--- src/hw/rtl/dpe_pkg.sv ---
// Package for the digit panel editor: widths, button bits, mode codes,
// and the result record. No dependencies.
package dpe_pkg;

    localparam int NUM_DIGITS = 5;
    localparam int DIGIT_W    = 4;
    localparam int BTN_W      = 5;
    localparam int MODE_W     = 4;
    localparam int CURSOR_W   = 3;

    // Button bit positions
    localparam int BTN_LEFT  = 4;
    localparam int BTN_RIGHT = 3;
    localparam int BTN_UP    = 2;
    localparam int BTN_DOWN  = 1;
    localparam int BTN_SEND  = 0;

    // Mode switch codes with their own digit rules
    localparam logic [MODE_W-1:0] MODE_0 = 4'd0;
    localparam logic [MODE_W-1:0] MODE_1 = 4'd1;
    localparam logic [MODE_W-1:0] MODE_2 = 4'd2;
    localparam logic [MODE_W-1:0] MODE_3 = 4'd3;
    localparam logic [MODE_W-1:0] MODE_6 = 4'd6;
    localparam logic [MODE_W-1:0] MODE_8 = 4'd8;
    localparam logic [MODE_W-1:0] MODE_9 = 4'd9;

    typedef logic [DIGIT_W-1:0]  t_digit;
    typedef logic [CURSOR_W-1:0] t_cursor;

    typedef struct packed {
        t_digit  [NUM_DIGITS-1:0] digits;
        t_cursor                  cursor;
        t_cursor                  last_index;
        logic                     sending;
        logic                     read_request;
        logic                     stop_pulse;
    } t_result;

endpackage

--- src/hw/rtl/dpe_if.sv ---
// Handshake channels of the digit panel editor: button events in, panel out.
// Depends on dpe_pkg.
interface dpe_in_if;
    import dpe_pkg::*;

    logic              valid;
    logic              ready;
    logic [BTN_W-1:0]  buttons;
    logic [MODE_W-1:0] mode;
    logic              send_clear;

    modport source (output valid, buttons, mode, send_clear, input ready);
    modport sink   (input valid, buttons, mode, send_clear, output ready);
endinterface

interface dpe_out_if;
    import dpe_pkg::*;

    logic    valid;
    logic    ready;
    t_digit  digit0;
    t_digit  digit1;
    t_digit  digit2;
    t_digit  digit3;
    t_digit  digit4;
    t_cursor cursor;
    t_cursor last_index;
    logic    sending;
    logic    read_request;
    logic    stop_pulse;

    modport source (output valid, digit0, digit1, digit2, digit3, digit4, cursor,
                    last_index, sending, read_request, stop_pulse, input ready);
    modport sink   (input valid, digit0, digit1, digit2, digit3, digit4, cursor,
                    last_index, sending, read_request, stop_pulse, output ready);
endinterface

--- src/hw/rtl/digit_panel_editor.sv ---
// Digit panel editor: takes one button event per transfer and returns one
// panel snapshot per event. A new event is taken every cycle while the result
// register is empty or is being drained in the same cycle, so the throughput
// is one event per clock. The result register shows the snapshot in the cycle
// after the event is taken; the editor state registers update on the same
// transfer. Events with zero or several buttons pressed leave the panel
// unchanged except for the send-clear input, and still return a snapshot.
// Depends on dpe_pkg and the channel interfaces in dpe_if.sv.
module digit_panel_editor (
    input  logic      i_clk,
    input  logic      i_rst_n,
    dpe_in_if.sink    i_in,
    dpe_out_if.source o_out
);
    import dpe_pkg::*;

    // Editor state
    t_digit [NUM_DIGITS-1:0] r_digits, n_digits;
    t_cursor                 r_cursor, n_cursor;
    logic                    r_send_on, n_send_on;
    logic                    r_read_flag, n_read_flag;

    // Result register
    logic    r_valid;
    t_result r_result, n_result;

    logic in_xfer;

    function automatic t_cursor last_for_mode(input logic [MODE_W-1:0] m);
        if (m == MODE_0 || m == MODE_3)      return t_cursor'(1);
        else if (m == MODE_1 || m == MODE_2) return t_cursor'(4);
        else if (m == MODE_8 || m == MODE_9) return t_cursor'(0);
        else                                 return t_cursor'(3);
    endfunction

    assign i_in.ready = !r_valid || o_out.ready;
    assign in_xfer    = i_in.valid && i_in.ready;

    // Compute the panel after this event
    always_comb begin
        logic [BTN_W-1:0]        btn;
        logic [MODE_W-1:0]       m;
        logic                    single;
        logic                    send_now;
        logic                    stop;
        logic                    up;
        logic                    skip;
        t_cursor                 last;
        t_cursor                 c;
        logic [CURSOR_W:0]       c_inc;
        t_digit [NUM_DIGITS-1:0] d;
        t_digit                  lim;
        t_digit                  step;
        t_digit                  cur;
        logic [DIGIT_W:0]        sum;

        btn      = i_in.buttons;
        m        = i_in.mode;
        single   = (btn != '0) && ((btn & (btn - BTN_W'(1))) == '0);
        send_now = r_send_on && !i_in.send_clear;
        stop     = 1'b0;
        up       = btn[BTN_UP];
        skip     = 1'b0;
        last     = last_for_mode(m);
        c        = r_cursor;
        c_inc    = {1'b0, r_cursor} + (CURSOR_W+1)'(1);
        d        = r_digits;
        lim      = t_digit'(9);
        step     = t_digit'(1);

        n_cursor    = r_cursor;
        n_send_on   = send_now;
        n_read_flag = r_read_flag;

        // Work out limit and step for the digit under the cursor
        if (m == MODE_0) begin
            if (c == t_cursor'(1)) lim = t_digit'(1);
        end else if (m == MODE_1) begin
            lim = t_digit'(9);
        end else if (m == MODE_2) begin
            if (c == t_cursor'(4)) begin
                lim  = t_digit'(10);
                step = t_digit'(10);
            end
            if (c == t_cursor'(3)) lim = t_digit'(1);
        end else if (m == MODE_3) begin
            if (c == t_cursor'(0)) begin
                if (d[0] == t_digit'(1)) d[0] = '0;
                lim  = t_digit'(5);
                step = t_digit'(5);
                if (d[1] > t_digit'(4) && d[1] < t_digit'(9)) skip = 1'b1;
                if (d[1] == t_digit'(9)) begin
                    lim  = t_digit'(9);
                    step = t_digit'(9);
                end
            end else if (c == t_cursor'(1)) begin
                if (d[0] == t_digit'(9)) skip = 1'b1;
                if (d[0] == t_digit'(5)) lim = t_digit'(4);
            end
        end else if (m == MODE_8 || m == MODE_9) begin
            if (c == t_cursor'(0)) lim = t_digit'(1);
        end else begin
            unique case (c)
                t_cursor'(0): lim = (d[3] == t_digit'(4) && d[1] == t_digit'(9))
                                    ? t_digit'(5) : t_digit'(9);
                t_cursor'(1): lim = (d[3] == t_digit'(4) && d[0] > t_digit'(5))
                                    ? t_digit'(8) : t_digit'(9);
                t_cursor'(2): lim = (d[3] == t_digit'(4)) ? t_digit'(0) : t_digit'(9);
                t_cursor'(3): begin
                    if (d[2] > t_digit'(0) ||
                        (d[1] == t_digit'(9) && d[0] > t_digit'(5))) begin
                        lim = t_digit'(3);
                    end else if (m == MODE_6) begin
                        lim = t_digit'(9);
                        if (d[3] > t_digit'(4) || (d[3] == t_digit'(4) && up))
                            step = t_digit'(5);
                    end else begin
                        lim = t_digit'(4);
                    end
                end
                default: lim = t_digit'(9);
            endcase
        end

        // Step the digit with wrap to zero or to the limit
        cur = (c < t_cursor'(NUM_DIGITS)) ? d[c] : '0;
        sum = {1'b0, cur} + {1'b0, step};
        if (up) begin
            cur = (sum > {1'b0, lim}) ? '0 : sum[DIGIT_W-1:0];
        end else begin
            cur = (cur == '0) ? lim : t_digit'(cur - step);
        end

        n_digits = r_digits;
        if (single) begin
            priority if (btn[BTN_LEFT]) begin
                n_cursor = (c_inc > {1'b0, last}) ? '0 : c_inc[CURSOR_W-1:0];
            end else if (btn[BTN_RIGHT]) begin
                n_cursor = (c == '0) ? last : t_cursor'(c - t_cursor'(1));
            end else if (!send_now && (btn[BTN_UP] || btn[BTN_DOWN])) begin
                // Mode 3 clears a one in the rightmost digit, with the cursor on it, even when the edit is refused
                n_digits = d;
                if (!skip && c < t_cursor'(NUM_DIGITS)) n_digits[c] = cur;
            end else if (btn[BTN_SEND]) begin
                if (!send_now) begin
                    n_send_on   = 1'b1;
                    n_read_flag = 1'b0;
                end else begin
                    n_send_on   = 1'b0;
                    n_read_flag = 1'b1;
                    stop        = 1'b1;
                end
            end else begin
                n_cursor = r_cursor;
            end
        end

        n_result.digits       = n_digits;
        n_result.cursor       = n_cursor;
        n_result.last_index   = last;
        n_result.sending      = n_send_on;
        n_result.read_request = n_read_flag;
        n_result.stop_pulse   = stop;
    end

    // Advance state on an input transfer
    always_ff @(posedge i_clk) begin
        if (!i_rst_n) begin
            r_digits    <= '0;
            r_cursor    <= '0;
            r_send_on   <= 1'b0;
            r_read_flag <= 1'b0;
        end else if (in_xfer) begin
            r_digits    <= n_digits;
            r_cursor    <= n_cursor;
            r_send_on   <= n_send_on;
            r_read_flag <= n_read_flag;
        end
    end

    // Hold the result until the output transfer
    always_ff @(posedge i_clk) begin
        if (!i_rst_n) begin
            r_valid <= 1'b0;
        end else if (in_xfer) begin
            r_valid <= 1'b1;
        end else if (o_out.ready) begin
            r_valid <= 1'b0;
        end
    end

    always_ff @(posedge i_clk) begin
        if (in_xfer) r_result <= n_result;
    end

    assign o_out.valid        = r_valid;
    assign o_out.digit0       = r_result.digits[0];
    assign o_out.digit1       = r_result.digits[1];
    assign o_out.digit2       = r_result.digits[2];
    assign o_out.digit3       = r_result.digits[3];
    assign o_out.digit4       = r_result.digits[4];
    assign o_out.cursor       = r_result.cursor;
    assign o_out.last_index   = r_result.last_index;
    assign o_out.sending      = r_result.sending;
    assign o_out.read_request = r_result.read_request;
    assign o_out.stop_pulse   = r_result.stop_pulse;

endmodule

--- src/flat_wrapper.sv ---
// flat-port wrapper written by rule: the top's interface ports become plain ports
module digit_panel_editor_flat import dpe_pkg::*;
  (i_clk, i_rst_n, i_in_valid, i_in_buttons, i_in_mode, i_in_send_clear, i_in_ready, o_out_valid, o_out_digit0, o_out_digit1, o_out_digit2, o_out_digit3, o_out_digit4, o_out_cursor, o_out_last_index, o_out_sending, o_out_read_request, o_out_stop_pulse, o_out_ready);
  dpe_in_if i_in_i ();
  dpe_out_if o_out_i ();
  input  logic i_clk;
  input  logic i_rst_n;
  input wire logic [$bits(i_in_i.valid)-1:0] i_in_valid;
  input wire logic [$bits(i_in_i.buttons)-1:0] i_in_buttons;
  input wire logic [$bits(i_in_i.mode)-1:0] i_in_mode;
  input wire logic [$bits(i_in_i.send_clear)-1:0] i_in_send_clear;
  output wire logic [$bits(i_in_i.ready)-1:0] i_in_ready;
  output wire logic [$bits(o_out_i.valid)-1:0] o_out_valid;
  output wire logic [$bits(o_out_i.digit0)-1:0] o_out_digit0;
  output wire logic [$bits(o_out_i.digit1)-1:0] o_out_digit1;
  output wire logic [$bits(o_out_i.digit2)-1:0] o_out_digit2;
  output wire logic [$bits(o_out_i.digit3)-1:0] o_out_digit3;
  output wire logic [$bits(o_out_i.digit4)-1:0] o_out_digit4;
  output wire logic [$bits(o_out_i.cursor)-1:0] o_out_cursor;
  output wire logic [$bits(o_out_i.last_index)-1:0] o_out_last_index;
  output wire logic [$bits(o_out_i.sending)-1:0] o_out_sending;
  output wire logic [$bits(o_out_i.read_request)-1:0] o_out_read_request;
  output wire logic [$bits(o_out_i.stop_pulse)-1:0] o_out_stop_pulse;
  input wire logic [$bits(o_out_i.ready)-1:0] o_out_ready;
  assign i_in_i.valid = i_in_valid;
  assign i_in_i.buttons = i_in_buttons;
  assign i_in_i.mode = i_in_mode;
  assign i_in_i.send_clear = i_in_send_clear;
  assign i_in_ready = i_in_i.ready;
  assign o_out_valid = o_out_i.valid;
  assign o_out_digit0 = o_out_i.digit0;
  assign o_out_digit1 = o_out_i.digit1;
  assign o_out_digit2 = o_out_i.digit2;
  assign o_out_digit3 = o_out_i.digit3;
  assign o_out_digit4 = o_out_i.digit4;
  assign o_out_cursor = o_out_i.cursor;
  assign o_out_last_index = o_out_i.last_index;
  assign o_out_sending = o_out_i.sending;
  assign o_out_read_request = o_out_i.read_request;
  assign o_out_stop_pulse = o_out_i.stop_pulse;
  assign o_out_i.ready = o_out_ready;
  digit_panel_editor u_core (.i_clk(i_clk), .i_rst_n(i_rst_n), .i_in(i_in_i), .o_out(o_out_i));
endmodule
--- config.mk ---
export PLATFORM = sky130hd
export DESIGN_NAME = digit_panel_editor_flat
export DESIGN_NICKNAME = d
export VERILOG_FILES = /design/src/hw/rtl/dpe_pkg.sv /design/src/hw/rtl/dpe_if.sv /design/src/hw/rtl/digit_panel_editor.sv /design/src/flat_wrapper.sv
export SDC_FILE = /design/constraint.sdc
export NUM_CORES = 1
export LEC_CHECK = 0
export BUFFER_PORTS_ARGS = -buffer_cell sky130_fd_sc_hd__buf_2
export CORE_MARGIN = 2
export CORE_UTILIZATION = 55
export CTS_BUF_LIST = sky130_fd_sc_hd__clkbuf_4
export DETAILED_ROUTE_END_ITERATION = 8
export PLACE_DENSITY = 0.79
export SLEW_MARGIN = 20
export SYNTH_ARGS = -nofsm -noshare
export SYNTH_HDL_FRONTEND = slang
export SYNTH_SLANG_ARGS = --single-unit
--- constraint.sdc ---
create_clock -name i_clk -period 4.15 [get_ports i_clk]
set_input_delay 0.6225 -clock i_clk [delete_from_list [all_inputs] [get_ports i_clk]]
set_output_delay 0.6225 -clock i_clk [all_outputs]
set_load 0.1 [all_outputs]
# Word-level counts from Yosys, hierarchy flattened
# Cells that the tools add are included.
# word_totals
reg_bits	55
wordCells	161
output_inout_bits	31
in_bits	14
# op_classes
bitwise	3
n_eq_ne	15
n_lt_le_gt_ge	10
reduce_logical	29
add_sub_neg	5
mux	80
# op_table
operator	n
4-bit two-way mux	38
20-bit two-way mux	5
3-bit two-way mux	8
1-bit two-way mux	23
20-bit bitwise mux	1
4-bit equality test (second input constant)	4
4-bit one-hot mux with 4 select lines	1
4-bit binary-select mux with 3-bit select	1
4-bit demux with 3-bit select	1
4-bit by 3-bit equality test with 1-bit output (second input constant)	3
4-bit by 3-bit greater-than comparator with 1-bit output (second input constant)	3
1-bit logical AND	11
4-bit by 1-bit equality test with 1-bit output (second input constant)	2
4-bit by 2-bit equality test with 1-bit output (second input constant)	2
4-bit zero test	2
1-bit logical OR	7
3-bit by 2-bit equality test with 1-bit output (second input constant)	2
4-bit by 4-bit adder with 5-bit output	1
5-bit AND	1
5-bit by 4-bit greater-than comparator with 1-bit output	1
5-bit zero test	1
5-bit nonzero test	1
5-bit OR reduction	1
5-bit by 1-bit subtractor with 5-bit output (second input constant)	1
16 further kinds	21

# Logic depth before layout (Yosys ltp)
# Gate-level depths: netlist (run 1).
# logic_depth
depth_word	22
depth_mapped	22
depth_no_buf	19

# Least setup slack after synthesis (run 1)
# OpenSTA, ideal clock, no wires.
# synth_path
path_type	register to register
from	reg u_core.r_cursor[0]
to	reg u_core.r_result, in the netlist u_core.o_out.digit2[3] (data pin)
synth_period_minus_slack_ns	4.394
path_buffers	3
setup_slack_ns	-0.244
arrival_time_ns	4.134
t_required_ns	3.890
setup_time_ns	0.260
path_stages_with_launch	21
path_cell_list	dfxtp_1 -> inv_2 -> clkbuf_1 -> ha_1 -> buf_2 -> nor2b_1 -> buf_2 -> a311o_1 -> nand2_1 -> o21ai_2 -> inv_2 -> ha_1 -> fa_1 -> ha_1 -> nor2b_1 -> o211ai_1 -> a21oi_1 -> nor4_1 -> o31a_1 -> and2_4 -> mux2_2
# synth_lines
element	line_no	text
start: declaration	digit_panel_editor.sv:19	t_cursor r_cursor, n_cursor;
start signal: assignment	digit_panel_editor.sv:175	r_cursor <= n_cursor;
end signal: assignment	digit_panel_editor.sv:193	if (in_xfer) r_result <= n_result;
end: declaration	digit_panel_editor.sv:25	t_result r_result, n_result;

==> results.tsv, run 1 <==
metric	value	unit
status	complete, no violations	
Post-Route Utilization	0.658	
WP data arrival	4.14	ns
hold path cells	2	
#FFs+latches synth	55	
RSZ-0062 raised after global routing	true	
grt peak-use layer	met2	
initial core utilization	0.575	
pin count of the biggest net entering global routing	24	
Starting DRT DRC Count	445	
top_reg_cell synth	edfxtp_1	
first-pass GRT wire length	15900	um
hold endpoint	u_core.r_read_flag	
Ports	45	
period utilization	0.961	
pre-CTS WS	-0.0480	ns
Clock transition at path regs	0.17	ns
Async SR Flop Fraction	0	
grt met3 use	0.0269	
post-synth cell types	71	
Tmin final	3.99	ns
die area	7390	um^2
Worst Path Required	4.30	ns
PwrDens	299	nW/um^2
Slowest-stage cell, CP	or4b_2	
Final setup viols	0	
CP Max Fanout	5	
root buf cell	clkbuf_4	
Slew @ Worst Pin	0.868	ns
CP Class	reg -> reg	
antenna violations before repair	0	
TritonCTS sink count	55	
core area	6420	um^2
CTS H-tree lvls	2	
GRT overflow	0	
layout cells sized above 1	0.236	
Worst path most repeated cell	ha_1	
detailed-route via count	3477	
CP max stage delay	0.72	ns
top cell type's share of synthesized area	0.236	
CP Cell Sequence	or4b_2 -> o221ai_1 -> o22a_1 -> ha_1 -> a21oi_1 -> o21a_1 -> nor2_1 -> ha_1 -> and4_1 -> a21oi_2 -> nor4_1 -> o31a_1 -> and2_4 -> mux2_2	
Layout area overhead	14.4	%
total track usage	0.269	
reg-to-reg critical path startpoint	u_core.r_digits[13]	
reg2reg setup slack	0.16	ns
Peak Freq	251	MHz
port bufs	44	
post-cts hold buffer count	0	
Die Y	86.0	um
GRT met2 Usage	0.453	
MaxCap Viol Count	0	
Worst-Skew Late Latency	0.38	ns
Ys Warns	0	
VDD IR max	128	uV
Hold Crit Start	u_core.r_read_flag	
Final WS setup	0.162	ns
leading area contributor after synthesis	edfxtp_1	
Seq/Total Area, Yosys	0.377	
Die W	86.0	um
row cnt	29	
DRT Wirelength	9580	um
Worst Hold Class	reg -> reg	
DRT antenna net count	0	
top cells by area, synth	edfxtp_1, dfxtp_1, ha_1	
Synth Instances	415	
Clock Skews	0.0211	ns
routed len/inst	17.4	um
Final nets	509	
Syn Area/Cell	8.90	um^2
Hold Violations, Final	0	
vias in the first global route	3253	
static leakage	1.73	nW
area of the mapped netlist	3690	um^2
number of diodes	0	
CTS tree	done	
DRC viols	0	
syn nets	451	
number of CTS-inserted buffers	5	
Critical Path End Type	flip-flop	
relative slew slack	0.421	
CP Launch Type	flip-flop	
worst reg-to-reg path cell count	14	
Post-synth EDFFs	29	
Via density	6.31	
Pre-antenna DRT Iters	5	
RR Endpoint	u_core.o_out.digit2[3]	
count of final max-slew check failures	0	
Max Buffers Root-to-Sink	2	
Final HPWL DP	7320	um
routing usage on met1	0.363	
RePlAce Congestion	0.917	
[through the flow]
stage                     area, um^2  hold slack, ns  setup TNS, ns  cells  power, W
after CTS                       4200           0.486              0    549   0.00126
after floorplan                 3700           0.446              0    415  0.000885
after global routing            4230           0.503         -0.159    551   0.00131
after detailed placement        4120           0.467         -0.203    541  0.000970
final                           4230           0.482              0    551   0.00126
after global placement          4120           0.458              0    541  0.000962
[layout make-up]
| type | instances | area [um^2] |
|---|---|---|
| well taps | 77 | 96.3 |
| inverters | 25 | 93.8 |
| repair buffers | 71 | 423 |
| fillers | 563 | 2200 |
| multi-input cells | 315 | 2140 |
| flip-flops and latches | 55 | 1400 |
| clock inverters | 3 | 42.5 |
| clock buffers | 5 | 37.5 |
[cells in the mapped netlist (5+ instances only)]
master    instances
dfxtp_1          26
nand3_1          21
nand2b_1         12
nor2_1           23
clkbuf_1         12
edfxtp_1         29
a21oi_1          32
o21ai_0          39
buf_2             8
nand2_1          35
nor2b_1           9
ha_1             20
inv_1            22
nor4_1            5
mux2_2            7
o21ai_1           6
[state kept, by name, summed over array words and instances, names as in the netlist]
register / flops
u_core.r_digits: 20
u_core.o_out.digit0: 4
u_core.o_out.digit1: 4
u_core.o_out.digit2: 4
u_core.o_out.digit3: 4
u_core.o_out.digit4: 4
u_core.o_out.cursor: 3
u_core.o_out.last_index: 3
u_core.r_cursor: 3
u_core.o_out.read_request: 1
u_core.o_out.sending: 1
u_core.o_out.stop_pulse: 1
u_core.o_out.valid: 1
u_core.r_read_flag: 1
u_core.r_send_on: 1
[worst max path at each step]
| stage | from | to | cells after the start |
|---|---|---|---|
| after floorplan | u_core.r_cursor[0] | u_core.o_out.digit2[3] | 20 |
| after global placement | i_in_mode[0] | u_core.o_out.digit2[3] | 15 |
| after detailed placement | i_in_mode[0] | u_core.o_out.digit4[3] | 15 |
| after CTS | u_core.r_cursor[0] | u_core.r_digits[11] | 18 |
| after global routing | u_core.r_digits[13] | u_core.o_out.digit0[3] | 14 |
| final | u_core.r_digits[13] | u_core.o_out.digit2[3] | 14 |
[worst max-delay path, delay by kind of cell (launching register included)]
kind                     cells  cell delay, ns
AO/OA/AOI/OAI                6            1.24
adder cells (fa/ha/maj)      2            0.59
flip-flops                   1            0.39
multiplexers                 1            0.26
AND/OR/NAND/NOR              5            1.24
[cell usage in the layout, fill, tap and decap left out, types with 4 or more instances in the layout]
master	Yosys	layout
a21oi_1	32	31
and3_1	4	4
buf_2	8	44
buf_4	0	27
clkbuf_4	0	5
dfxtp_1	26	25
edfxtp_1	29	29
ha_1	20	19
inv_1	22	21
inv_2	3	4
mux2_2	7	7
mux2i_1	4	4
nand2_1	35	35
nand2b_1	12	12
nand3_1	21	21
nor2_1	23	23
nor2b_1	9	9
nor3_1	4	4
nor3b_1	4	4
nor4_1	5	5
o21ai_0	39	39
o21ai_1	6	6
o22ai_1	4	4
o32ai_1	4	4
xnor2_1	4	4
[where the power goes]
part           switching (W)  leakage, nW  total (W)  internal, W
Combinational       0.000266         1.18   0.000367     0.000101
Clock               0.000170       0.0432   0.000297     0.000128
Sequential        0.00000649        0.502   0.000597     0.000591
Total               0.000442         1.73    0.00126     0.000819
[layer usage]
metal	vias up	share of wire
met1	1651	0.44
met5	-	0
met3	16	0.056
met2	146	0.49
met4	0	0.020
li1	1664	-
[kinds of logic after synthesis]
kind of cell,Yosys count,synth area share
fa+ha+maj,22,0.0786
xor+xnor,7,0.0166
simple gates,147,0.223
mux,12,0.0383
buf+inv,45,0.0484
flops,55,0.377
compound gates,127,0.219
[what timing repair did]
| item | CTS | global route |
|---|---|---|
| buffers inserted | 0 | 2 |
| gates resized for setup | 0 | 3 |
| setup endpoints to repair | 0 | 10 |
Power figures use the tool's default switching activity.
==> inputs of run 2 (changes only) <==
--- a/config.mk
+++ b/config.mk
@@ -10,7 +10,7 @@
 export CORE_UTILIZATION = 55
 export CTS_BUF_LIST = sky130_fd_sc_hd__clkbuf_4
 export DETAILED_ROUTE_END_ITERATION = 8
-export PLACE_DENSITY = 0.79
+export PLACE_DENSITY = 0.76
 export SLEW_MARGIN = 20
 export SYNTH_ARGS = -nofsm -noshare
 export SYNTH_HDL_FRONTEND = slang
==> run 2 against run 1 <==
Combinational power grew 2%. Die area is the same. Sequential cell count unchanged. Worst hold slack worse by 0.016 ns. Wire length rose by 0.57%. Via count increased by 1.6%. Clock skew shrank 0.0087 ns. Cell area is 0.59% higher. Critical path type unchanged. Critical endpoint is now u_core.o_out.digit0[3]. Largest cell class unchanged.
==> results.tsv, run 2 (synthesized netlist as in run 1, its figures left out) <==
metric	value	unit
status	complete, no violations	
Via density	6.39	
Clock Skews	0.0124	ns
Hold Violations, Final	0	
Post-Route Utilization	0.662	
Worst Hold Class	in -> reg	
Slowest-stage cell, CP	or4b_2	
fillcell total	558	
Worst-Skew Late Latency	0.38	ns
Clock transition at path regs	0.17	ns
layout cells sized above 1	0.248	
TritonCTS sink count	55	
setup TNS	0	ns
CP Max Fanout	5	
first-pass GRT wire length	15800	um
port bufs	44	
CP Class	reg -> reg	
CP max stage delay	0.76	ns
relative slew slack	0.329	
MaxCap Viol Count	0	
Critical Path End Type	flip-flop	
Hold Slack	0.466	ns
most frequent cells in the layout	buf_2, o21ai_0, nand2_1, a21oi_1	
total track usage	0.268	
WP data arrival	4.08	ns
static leakage	1.74	nW
Design Area, Final	4250	um^2
DRT Wirelength	9640	um
row cnt	29	
count of final max-slew check failures	0	
Multi-input gate area	2170	um^2
Max Buffers Root-to-Sink	2	
Final nets	511	
RePlAce Congestion	0.938	
DRT antenna net count	0	
die area	7390	um^2
DRC viols	0	
Cell Area, Placed	4140	um^2
VDD IR max	143	uV
Worst path most repeated cell	ha_1	
Pre-antenna DRT Iters	6	
Reg with most FFs	u_core.r_digits	
root buf cell	clkbuf_4	
detailed-route via count	3534	
Worst Path Required	4.31	ns
Slew @ Worst Pin	1.01	ns
Seq. cell area	1400	um^2
Die Y	86.0	um
most common cell after layout, fill and taps aside	buf_2	
initial core utilization	0.575	
number of CTS-inserted buffers	5	
CTS tree	done	
CP Cell Sequence	or4b_2 -> o221ai_2 -> o22a_1 -> ha_1 -> a21oi_1 -> o21a_1 -> nor2_1 -> ha_1 -> and4_1 -> a21oi_4 -> nor4_1 -> o31a_1 -> and2_4 -> mux2_2	
post-cts hold buffer count	0	
PwrDens	287	nW/um^2
number of diodes	0	
Die W	86.0	um
pin count of the biggest net entering global routing	25	
Peak Freq	255	MHz
vias in the first global route	3244	
max reg flops	20	
Starting DRT DRC Count	417	
core area	6420	um^2
period utilization	0.946	
Tmin final	3.92	ns
total power	0.00122	W
CTS H-tree lvls	2	
GRT overflow	0	
Ports	45	
Final setup viols	0	
routed len/inst	17.4	um
CP Launch Type	flip-flop	
antenna violations before repair	0	
Layout area overhead	15.1	%
Final HPWL DP	7210	um
run 2: final timing paths:
check / cells past startpoint / from / slack, ns / to
setup / recovery: 14 / u_core.r_digits[12] / 0.23 / u_core.o_out.digit0[3]
hold / removal: 3 / i_in_valid / 0.47 / u_core.o_out.valid
setup reg to reg: 14 / u_core.r_digits[12] / 0.23 / u_core.o_out.digit0[3]
hold reg to reg: 2 / u_core.r_read_flag / 0.50 / u_core.r_read_flag
run 2: layer usage:
| metal | GRT usage | up-vias | share of wire |
|---|---|---|---|
| li1 | - | 1669 | - |
| met1 | 0.370 | 1623 | 0.43 |
| met2 | 0.440 | 211 | 0.45 |
| met3 | 0.0375 | 31 | 0.084 |
| met4 | 0.0765 | 0 | 0.027 |
| met5 | 0 | - | 0 |
run 2: power breakdown:
group	switching [W]	total, W	leakage, nW	internal (W)
clock	0.000178	0.000248	0.0331	0.0000696
sequential	0.00000607	0.000597	0.502	0.000591
combinational	0.000271	0.000374	1.21	0.000103
run 2: timing repair:
action / 4_1_cts / 5_1_grt
endpoints found under the setup margin: 0 / 11
gates resized for setup: 0 / 7
buffers inserted: 0 / 2
run 2: stage by stage:
| step | setup slack (ns) | cells |
|---|---|---|
| final | 0.226 | 553 |
| after global routing | -0.00664 | 553 |
| after CTS | 0.175 | 551 |
| after detailed placement | -0.0471 | 543 |
| after global placement | 0.114 | 543 |
| after floorplan | 0.0188 | 415 |
run 2: critical path, delay by kind of cell, from the launching register on:
family	cells	cell delay [ns]
and+or+nand+nor	5	1.28
muxes	1	0.27
AOI/OAI and AO/OA	6	1.17
adders and majority gates	2	0.62
DFF	1	0.35
run 2: area by class of cell:
class	instances	area share
multi-input cells	315	0.510
clock buffers	5	0.00883
clock inverters	3	0.00559
repair buffers	73	0.103
inverters	25	0.0221
well taps	77	0.0227
flip-flops and latches	55	0.328
==> inputs of run 3 (changes only) <==
--- a/config.mk
+++ b/config.mk
@@ -10,6 +10,7 @@
 export CORE_UTILIZATION = 55
 export CTS_BUF_LIST = sky130_fd_sc_hd__clkbuf_4
 export DETAILED_ROUTE_END_ITERATION = 8
+export GPL_TIMING_DRIVEN = 0
 export PLACE_DENSITY = 0.76
 export SLEW_MARGIN = 20
 export SYNTH_ARGS = -nofsm -noshare
==> run 3 against run 2 <==
Power shrank 0.96%. Sequential share of layout area shrank 0.074 points. Combinational power is essentially flat. Worst hold slack gained 0.0054 ns. Maximum frequency shrank 0.59%. Clock-buffer cell count grew 1. Clock skew grew 0.0024 ns. Highest routed layer unchanged.
==> results.tsv, run 3 (synthesized netlist as in run 1, its figures left out) <==
metric	value	unit
status	complete, no violations	
CP Cell Sequence	buf_6 -> mux4_2 -> nand2_1 -> nand2_4 -> ha_1 -> nand2b_1 -> a21oi_2 -> o21a_1 -> nor2_1 -> ha_1 -> and4_1 -> a21oi_4 -> nor4_2 -> o31a_1 -> and2_4 -> mux2_2	
period utilization	0.951	
die area	7390	um^2
port bufs	42	
pin count of the biggest net entering global routing	34	
DRT antenna net count	0	
routed len/inst	17.1	um
relative slew slack	0.428	
number of CTS-inserted buffers	5	
Worst path most repeated cell	ha_1	
core area	6420	um^2
CP Max Fanout	8	
Die Y	86.0	um
Slowest-stage cell, CP	mux4_2	
count of final max-slew check failures	0	
Clock transition at path regs	0.14	ns
row cnt	29	
Clock Skews	0.0147	ns
CP max stage delay	0.50	ns
non-filler cells, final	552	
Post-Route Utilization	0.667	
first-pass GRT wire length	15400	um
hold endpoint	u_core.o_out.valid	
Peak Freq	253	MHz
most common cell after layout, fill and taps aside	buf_2	
DRT Wirelength	9450	um
PwrDens	282	nW/um^2
DRC viols	0	
Pre-antenna DRT Iters	6	
crit path buf inv count	1	
clock power share	0.196	
RR Endpoint	u_core.o_out.digit0[3]	
layout cells sized above 1	0.255	
Worst Hold Class	in -> reg	
Final nets	510	
CTS H-tree lvls	2	
VDD IR max	137	uV
vias in the first global route	3081	
total power	0.00121	W
Worst Path Required	4.30	ns
hold path cells	3	
Sequential Power Share	0.495	
reg2reg setup slack	0.20	ns
sw frac	0.365	
Critical Path End Type	flip-flop	
WP data arrival	4.09	ns
Hold Violations, Final	0	
MaxCap Viol Count	0	
combinational fraction of design power	0.309	
reg-to-reg critical path startpoint	u_core.r_cursor[0]	
Ports	45	
root buf cell	clkbuf_4	
CP Class	reg -> reg	
worst reg-to-reg path cell count	16	
Die W	86.0	um
Slew @ Worst Pin	0.851	ns
antenna violations before repair	0	
internal cell power	0.000766	W
Via density	6.17	
Reg with most FFs	u_core.r_digits	
RSZ-0062 raised after global routing	false	
Final HPWL DP	7020	um
placed cells	534	
Starting DRT DRC Count	354	
delay-heaviest family, CP	simple AND/OR/NAND/NOR gates	
number of diodes	0	
initial core utilization	0.575	
Levels on crit path	16	
total track usage	0.264	
static leakage	1.72	nW
Switch Pwr	0.000441	W
CP Launch Type	flip-flop	
Final setup viols	0	
max reg flops	20	
GRT overflow	0	
CTS tree	done	
Max Buffers Root-to-Sink	2	
post-cts hold buffer count	0	
Tmin final	3.95	ns
TritonCTS sink count	55	
Hold Crit Start	i_in_valid	
most frequent cells in the layout	buf_2, o21ai_0, nand2_1, a21oi_1, edfxtp_1	
detailed-route via count	3408	
RePlAce Congestion	0.930	
Hold Slack	0.472	ns
Worst-Skew Late Latency	0.38	ns
Layout area overhead	16.0	%
[run 3: layout make-up]
| class | instances | area (um^2) |
|---|---|---|
| clock buffer | 6 | 45.0 |
| tap | 77 | 96.3 |
| timing repair buffer | 55 | 312 |
| clock inverter | 2 | 12.5 |
| sequential | 55 | 1400 |
| buffer | 17 | 76.3 |
| multi-input combinational | 315 | 2240 |
| inverter | 25 | 100 |
| fill | 559 | 2140 |
[run 3: metal layers]
layer / wire (um) / GRT usage / vias up / part of all wire
met3: 607 / 0.0385 / 20 / 0.064
li1: - / - / 1663 / -
met2: 4450 / 0.425 / 120 / 0.47
met4: 196 / 0.0895 / 0 / 0.021
met1: 4200 / 0.363 / 1605 / 0.44
met5: 0 / 0 / - / 0
[run 3: what timing repair did]
| action | CTS | global route |
|---|---|---|
| pin swaps | 3 | 7 |
| endpoints found under the setup margin | 38 | 28 |
| resized for setup | 9 | 24 |
| setup buffers | 6 | 7 |
[run 3: stage by stage]
stage | setup TNS, ns | setup WS, ns | area, um^2
global route | 0 | 0.00535 | 4280
CTS | 0 | 0.0216 | 4140
finish | 0 | 0.203 | 4280
global placement | -7.93 | -0.522 | 4010
detailed placement | -10.25 | -0.587 | 4010
floorplan | 0 | 0.0188 | 3700
[run 3: worst max-delay path by stage]
stage | startpoint | to
final | u_core.r_cursor[0] | u_core.o_out.digit0[3]
after detailed placement | i_in_mode[1] | u_core.o_out.digit1[3]
after floorplan | u_core.r_cursor[0] | u_core.o_out.digit2[3]
after CTS | u_core.r_cursor[0] | u_core.o_out.digit0[3]
after global placement | i_in_mode[1] | u_core.o_out.digit2[3]
after global routing | u_core.r_cursor[0] | u_core.o_out.digit0[3]
[run 3: worst reg2reg max path: cells and delay by family (launching register included)]
family | cells | cell delay, ns
compound gates | 4 | 0.85
fa+ha+maj | 2 | 0.65
buf+inv | 1 | 0.15
flops | 1 | 0.40
mux | 2 | 0.76
simple gates | 7 | 0.92
[run 3: power by group through the flow]
stage | sequential [W] | clock (W) | combinational, W
floorplan | 0.000725 | 0 | 0.000160
global placement | 0.000611 | 0 | 0.000340
detailed placement | 0.000611 | 0 | 0.000346
CTS | 0.000598 | 0.000239 | 0.000362
global route | 0.000599 | 0.000261 | 0.000399
finish | 0.000597 | 0.000236 | 0.000373
